### config.mk
export PLATFORM = sky130hd
export DESIGN_NAME = bpa_index_split
export DESIGN_NICKNAME = d
export VERILOG_FILES = /design/src/design/bpa_pkg.sv /design/src/design/bpa_index_split.sv
export SDC_FILE = /design/constraint.sdc
export NUM_CORES = 1
export LEC_CHECK = 0
export BUFFER_PORTS_ARGS = -buffer_cell sky130_fd_sc_hd__buf_2
export CAP_MARGIN = 20
export CORE_MARGIN = 2
export CORE_UTILIZATION = 40
export CTS_CLUSTER_DIAMETER = 80
export DETAILED_ROUTE_END_ITERATION = 16
export PLACE_DENSITY = 0.72
export SLEW_MARGIN = 20
export SYNTH_ARGS = -nofsm -noshare
export SYNTH_HDL_FRONTEND = slang
export SYNTH_SLANG_ARGS = --single-unit
### constraint.sdc
create_clock -name i_clk -period 0.8 [get_ports i_clk]
set_input_delay 0 -clock i_clk [delete_from_list [all_inputs] [get_ports i_clk]]
set_output_delay 0 -clock i_clk [all_outputs]
set_load 0.03 [all_outputs]
### src/design/bpa_pkg.sv
// ----------------------------------------------------------------------------
// bpa_pkg
// shared constants and helpers for the bitmap page allocator
// ----------------------------------------------------------------------------
package bpa_pkg;

    // fixed field widths of the streaming payload
    localparam int IDX_W      = 13;
    localparam int ADDR_W     = 48;
    localparam int STATUS_W   = 2;
    localparam int REQ_W      = 2;
    localparam int WORD_OUT_W = 32;

    // request kinds
    localparam logic [REQ_W-1:0] REQ_ALLOC = 2'd0;
    localparam logic [REQ_W-1:0] REQ_FREE  = 2'd1;
    localparam logic [REQ_W-1:0] REQ_MARK  = 2'd2;
    localparam logic [REQ_W-1:0] REQ_QUERY = 2'd3;

    // result status codes
    localparam logic [STATUS_W-1:0] ST_OK      = 2'd0;
    localparam logic [STATUS_W-1:0] ST_NO_FREE = 2'd1;
    localparam logic [STATUS_W-1:0] ST_RANGE   = 2'd2;

    // index of the lowest set bit, zero when none
    function automatic logic [5:0] find_first_set(input logic [63:0] v);
        logic [5:0] res;
        res = '0;
        for (int i = 63; i >= 0; i--) begin
            if (v[i]) begin
                res = 6'(i);
            end
        end
        return res;
    endfunction

endpackage

### src/design/bpa_index_split.sv
// ----------------------------------------------------------------------------
// bpa_index_split
// splits a page index into word and bit position, two-stage pipeline
// ----------------------------------------------------------------------------
module bpa_index_split #(
    parameter int WORD_BITS = 32,
    parameter int WA_W      = 8,
    parameter int BIT_W     = 5
) (
    input  logic                     i_clk,
    input  logic                     i_rst_n,
    input  logic                     i_valid,
    input  logic [bpa_pkg::IDX_W-1:0] i_idx,
    output logic                     o_valid,
    output logic [WA_W-1:0]          o_word,
    output logic [BIT_W-1:0]         o_bit
);

    // reciprocal multiply, quotient estimate is exact or one low
    localparam int SH      = 20;
    localparam int RECIP_W = 21;
    localparam int RECIP   = (1 << SH) / WORD_BITS;
    localparam int PROD_W  = bpa_pkg::IDX_W + RECIP_W;
    localparam int Q_W     = PROD_W - SH;

    logic [PROD_W-1:0]         r_prod;
    logic [bpa_pkg::IDX_W-1:0] r_idx;
    logic                      r_v1;
    logic                      r_v2;
    logic [WA_W-1:0]           r_word;
    logic [BIT_W-1:0]          r_bit;

    logic [Q_W-1:0] w_q_est;
    logic [23:0]    w_rem;
    logic           w_fix;

    always_comb begin
        w_q_est = r_prod[PROD_W-1:SH];
        w_rem   = 24'(32'(r_idx) - 32'(w_q_est) * WORD_BITS);
        w_fix   = (32'(w_rem) >= WORD_BITS);
    end

    always_ff @(posedge i_clk) begin
        if (!i_rst_n) begin
            r_v1 <= 1'b0;
            r_v2 <= 1'b0;
        end else begin
            r_v1 <= i_valid;
            r_v2 <= r_v1;
        end
        r_prod <= PROD_W'(i_idx) * PROD_W'(RECIP);
        r_idx  <= i_idx;
        if (w_fix) begin
            r_word <= WA_W'(w_q_est + Q_W'(1));
            r_bit  <= BIT_W'(32'(w_rem) - WORD_BITS);
        end else begin
            r_word <= WA_W'(w_q_est);
            r_bit  <= BIT_W'(w_rem);
        end
    end

    assign o_valid = r_v2;
    assign o_word  = r_word;
    assign o_bit   = r_bit;

endmodule

==> results.json, run 1 <==
{
  "ys_seq_area_share_pct": 97.8,
  "path_class": "reg -> out",
  "setup_slack_ns": 0.00718,
  "stdcell_count": 93,
  "setup_viol": 0,
  "portBuffers": 29,
  "slew_headroom_pct": 90.5,
  "synth_fa_ha_area_share_pct": 0,
  "start_util_pct": 43.5,
  "fmax_mhz": 1260,
  "crit_arrival_ns": 0.79,
  "clk_latency_ns": 0.32,
  "power.total_mw": 2.64,
  "antenna_found_initial": 0,
  "drive_gt1_share_pct": 60.3,
  "yosys.area_share.simple_pct": 2.18,
  "wl_per_cell_um": 11.1,
  "hold_class": "in -> reg",
  "reg2reg_to": "o_valid$_SDFF_PN0_",
  "synthMuxAreaShare_pct": 0,
  "yosysUniqueCellTypes": 2,
  "cp-start-kind": "flip-flop",
  "synth_top_family_by_area": "simple AND/OR/NAND/NOR gates",
  "dieArea_sq_um": 1750,
  "critPathSlowestCell": "dfxtp_2",
  "most-common-layout-cells": "dlygate4sd3_1 (15), buf_2 (15), dfxtp_2 (14), buf_6 (14), dfxtp_1 (14)",
  "cts_root_buf": "clkbuf_4",
  "drt_wl_total_mm": 1.03,
  "ys_warn_count": 0,
  "p_leak_nw": 0.476,
  "synth-seq-cells": 28,
  "cts.clk_slew.worst_paths_ns": 0.14,
  "cts_tree": "yes",
  "skew_ns": 0.00716,
  "hold_end": "r_prod[15]$_DFF_P_",
  "required_ns": 0.80,
  "endpoint_kind": "output pin",
  "hold_depth": 2,
  "r2r_slack_ns": 0.24,
  "reg2regPathDepth": 1,
  "grt_pass1_wl_mm": 1.57,
  "cts.sinks": 28,
  "status": "finished clean",
  "n_antenna_cell": 0,
  "max_stage_delay_ns": 0.36,
  "synth_compound_area_share_pct": 0,
  "place_ws_ns": 0.271,
  "syn-num-nets": 46,
  "finalHoldViolations": 0,
  "core_area_sq_um": 1320,
  "grt_use_total_pct": 13.0,
  "peakVddDrop_mv": 1.65,
  "powerDensity_nw_per_um2": 2530,
  "cp_top_family": "flip-flops",
  "drc": 0,
  "synth_xor_area_share_pct": 0,
  "dp.cells": 74,
  "cap_violations": 0,
  "area_growth_pct": 82.3,
  "crit_fanout": 1,
  "place_congestion": 0.555,
  "period_needed_ns": 0.793,
  "grt_max_degree": 17,
  "holdWs_ns": 0.298,
  "pin_count": 30,
  "holdCritStartpoint": "i_idx[0]",
  "synthCells": 30,
  "dr.pass1.iters": 2,
  "rsz0062_at_grt": "true",
  "slew_violations": 0,
  "fin_crit_sh_pct": 99.1,
  "die_w_um": 41.9,
  "drtIter0Drc": 3,
  "drtAntennaViolNets": 0,
  "vias_per_cell": 3.94,
  "critical_path_buf_inv_count": 1,
  "placementRows": 13,
  "cts_setup_buffers": 0,
  "first_global_vias": 401,
  "htree_levels": 1,
  "cts_made_buffers": 3,
  "path_cells": "buf_6",
  "max_slew.worst_pin.slew_ns": 0.142,
  "rr_startpoint": "r_v1$_SDFF_PN0_",
  "clk_path_buf_depth": 2,
  "routed-via-count": 366,
  "nNetsFinal": 95,
  "die-height_um": 41.9,
  "avgSynthCellArea_sq_um": 19.1,
  "synth_area_sq_um": 573,
  "grt-ovfl-total": 0
}
==> repair_timing <==
action / CTS / global route
hold buffers: 15 / 0
cloned: 0 / 0
resized for setup: 42 / 0
endpoints found under the setup margin: 14 / 14
endpoints found under the hold margin: 15 / 0
==> synth_stat cells (all sizes together) <==
| master | number | area (sq um) |
|---|---|---|
| dfxtp | 28 | 561 |
| and2 | 2 | 12.5 |
==> layer usage <==
layer  vias to the layer above  share of wire, %  wire, um  GRT usage, %
li1                        185                 -         -             -
met1                       166                33       340          8.91
met2                        15                62       634          28.4
met3                         0               5.3        55          4.35
met4                         0                 0         0          5.81
met5                         -                 0         0             0
==> power breakdown <==
| group | internal (mW) | leakage (nW) | switching [mW] |
|---|---|---|---|
| clock | 0.506 | 0.0279 | 0.381 |
| sequential | 1.48 | 0.236 | 0.0254 |
| combinational | 0.142 | 0.212 | 0.107 |
| total | 2.12 | 0.476 | 0.514 |
==> flip-flops by register name, indices dropped and copies added, names as in the netlist <==
signal	cells
r_prod	13
o_word	8
o_bit	5
o_valid	1
r_v1	1
==> kinds of logic after synthesis <==
| family | after synthesis |
|---|---|
| AND/OR/NAND/NOR | 2 |
| flip-flops | 28 |
==> through the flow <==
step	util (%)	TNS [ns]	cell area, sq um
5_1_grt	79.3	-0.404	1040
4_1_cts	79.3	-0.0903	1040
6_report	79.3	0	1040
3_3_place_gp	55.9	0	737
2_1_floorplan	-	0	573
3_5_place_dp	55.9	0	737
==> layout make-up <==
cell class,instances,area (sq um)
clock buffer,3,22.5
clock inverter,1,30.0
fill,77,273
multi-input combinational,2,12.5
sequential,28,578
tap,15,18.8
timing repair buffer,44,383
==> how the worst max path moves through the flow <==
stage / end / start / slack (ns) / depth (start not counted)
floorplan: o_valid$_SDFF_PN0_ / r_v1$_SDFF_PN0_ / 0.28 / 1
global placement: o_valid$_SDFF_PN0_ / r_v1$_SDFF_PN0_ / 0.28 / 1
detailed placement: o_valid$_SDFF_PN0_ / r_v1$_SDFF_PN0_ / 0.27 / 1
CTS: o_word[7] / o_word[7]$_DFF_P_ / -0.02 / 1
global route: o_word[7] / o_word[7]$_DFF_P_ / -0.04 / 1
finish: o_bit[1] / o_bit[1]$_DFF_P_ / 0.007 / 1
(Power assumes the default switching activity.)
==> inputs of run 2 (changes only) <==
--- a/config.mk
+++ b/config.mk
@@ -7,5 +7,4 @@
 export LEC_CHECK = 0
 export BUFFER_PORTS_ARGS = -buffer_cell sky130_fd_sc_hd__buf_2
-export CAP_MARGIN = 20
 export CORE_MARGIN = 2
 export CORE_UTILIZATION = 40
==> constraint.sdc (replaced) <==
create_clock -name i_clk -period 0.8 [get_ports i_clk]
set_input_delay 0.16 -clock i_clk [delete_from_list [all_inputs] [get_ports i_clk]]
set_output_delay 0.16 -clock i_clk [all_outputs]
set_load 0.03 [all_outputs]
==> run 2 against run 1 <==
  * The flow now finishes with violations (negative setup slack)
  * Worst hold slack got worse by 0.25 ns
  * Core utilization fell by 2.8 points
  * Cell count fell by 2.2%
  * Sequential power barely moved
  * Largest cell class unchanged
  * Combinational power fell by 4%
  * Non-clock buffer count fell by 2
  * Total power fell by 9.9%
  * Flip-flop and latch count did not move
  * Fmax fell by 17%
==> results.json, run 2 (synthesis gave the netlist of run 1 again) <==
{
  "status": "complete, but fails checks",
  "violations": "negative setup slack",
  "path_cells": "buf_6",
  "holdCritStartpoint": "i_valid",
  "dp.cells": 74,
  "place_congestion": 0.558,
  "endpoint_kind": "output pin",
  "setup_slack_ns": -0.152,
  "holdWs_ns": 0.0469,
  "clk_latency_ns": 0.31,
  "grt_use_total_pct": 12.4,
  "clk_path_buf_depth": 2,
  "seq_power_share_pct": 63.1,
  "drt_wl_total_um": 898,
  "crit_arrival_ns": 0.79,
  "max_stage_delay_ns": 0.36,
  "regMostFlops": "r_prod",
  "dr.pass1.iters": 2,
  "critical_path.startpoint": "o_word[4]$_DFF_P_",
  "final_common_cell": "buf_2",
  "setup_viol": 14,
  "wl_per_cell_um": 9.87,
  "power.total_mw": 2.38,
  "slew_headroom_pct": 91.2,
  "stdcell_count": 91,
  "cts_setup_buffers": 0,
  "internal_power_mw": 1.89,
  "skew_ns": 0.00235,
  "dieArea_sq_um": 1750,
  "largest_reg_flops": 13,
  "cp-start-kind": "flip-flop",
  "n_antenna_cell": 0,
  "antenna_found_initial": 0,
  "p_leak_nw": 0.461,
  "fin_crit_sh_pct": 119,
  "max_slew.worst_pin.slew_ns": 0.132,
  "first_global_vias": 355,
  "placementRows": 13,
  "combinationalPowerShare_pct": 10.1,
  "pwr-share-clk_pct": 26.8,
  "grt_pass1_wl_mm": 1.55,
  "cap_violations": 0,
  "post-route-util_pct": 76.5,
  "period_needed_ns": 0.952,
  "critPathSlowestCell": "dfxtp_2",
  "multi_input_area_sq_um": 12.5,
  "critical_path_buf_inv_count": 1,
  "cts_made_buffers": 3,
  "path_class": "reg -> out",
  "sw_frac_of_total_pct": 20.5,
  "pin_count": 30,
  "cp_top_family": "flip-flops",
  "fillCellCount": 83,
  "area_growth_pct": 76.0,
  "rsz0062_at_grt": "true",
  "core_area_sq_um": 1320,
  "crit_fanout": 1,
  "final-seq-area_sq_um": 578,
  "cts.clk_slew.worst_paths_ns": 0.13,
  "cts_tree": "yes",
  "hold_class": "in -> reg",
  "nNetsFinal": 93,
  "rr_startpoint": "r_v1$_SDFF_PN0_",
  "grt_util_met3_pct": 5.22,
  "powerDensity_nw_per_um2": 2360,
  "drc": 0,
  "peakVddDrop_mv": 1.99,
  "cts_root_buf": "clkbuf_4",
  "tns_ns": -1.88,
  "met1_usage_pct": 12.7,
  "cts.sinks": 28,
  "drive_gt1_share_pct": 61.8,
  "drtIter0Drc": 1,
  "die_w_um": 41.9,
  "slew_violations": 0,
  "drtAntennaViolNets": 0,
  "htree_levels": 1,
  "start_util_pct": 43.5,
  "place_ws_ns": 0.156,
  "grt_busiest_layer": "met2",
  "p_switching_uw": 488,
  "vias_per_cell": 3.82,
  "fmax_mhz": 1050,
  "die-height_um": 41.9,
  "most-common-layout-cells": "buf_2 (15), dfxtp_2 (14), buf_6 (14), dfxtp_1 (14), dlygate4sd3_1 (13)",
  "finalHoldViolations": 0,
  "place_area_sq_um": 737,
  "design_area_sq_um": 1010,
  "routed-via-count": 348,
  "portBuffers": 29,
  "grt_max_degree": 16,
  "grt-ovfl-total": 0,
  "grt_use_met2_pct": 23.4,
  "required_ns": 0.64
}
## run 2: changes by cell type in the layout (fill, tap and decap cells not counted), sizes merged
cell | previous run | this run
dlygate4sd3 | 15 | 13
bufinv | 1 | 0
clkbuf | 3 | 4
## run 2: metal layers
layer / part of all wire [%] / wire, um
met4: 0 / 0
met5: 0 / 0
met3: 5.5 / 49
met2: 57 / 513
met1: 37 / 335
## run 2: final cells by class
class,count,share of cell area [%]
Clock buffer,4,3.60
Tap cell,15,1.86
Multi-Input combinational cell,2,1.24
Timing Repair Buffer,42,36.0
Sequential cell,28,57.3
## run 2: what timing repair did
item / in CTS / in global routing
setup endpoints to repair: 14 / 14
hold endpoints to repair: 13 / 0
gates cloned: 0 / 0
hold buffers: 13 / 0
resized for setup: 42 / 0
## run 2: worst paths after layout
path / to / slack, ns / cells past startpoint
max: o_word[4] / -0.15 / 1
min: r_v1$_SDFF_PN0_ / 0.05 / 2
max reg2reg: o_valid$_SDFF_PN0_ / 0.24 / 1
min reg2reg: o_bit[1]$_DFF_P_ / 0.34 / 0
## run 2: power by group through the flow
stage          logic [mW]  clock network (mW)  registers [mW]
2_1_floorplan     0.00282                   0            1.59
3_3_place_gp        0.146                   0            1.51
3_5_place_dp        0.148                   0            1.51
4_1_cts             0.238               0.657            1.50
5_1_grt             0.253               0.726            1.51
6_report            0.240               0.637            1.50
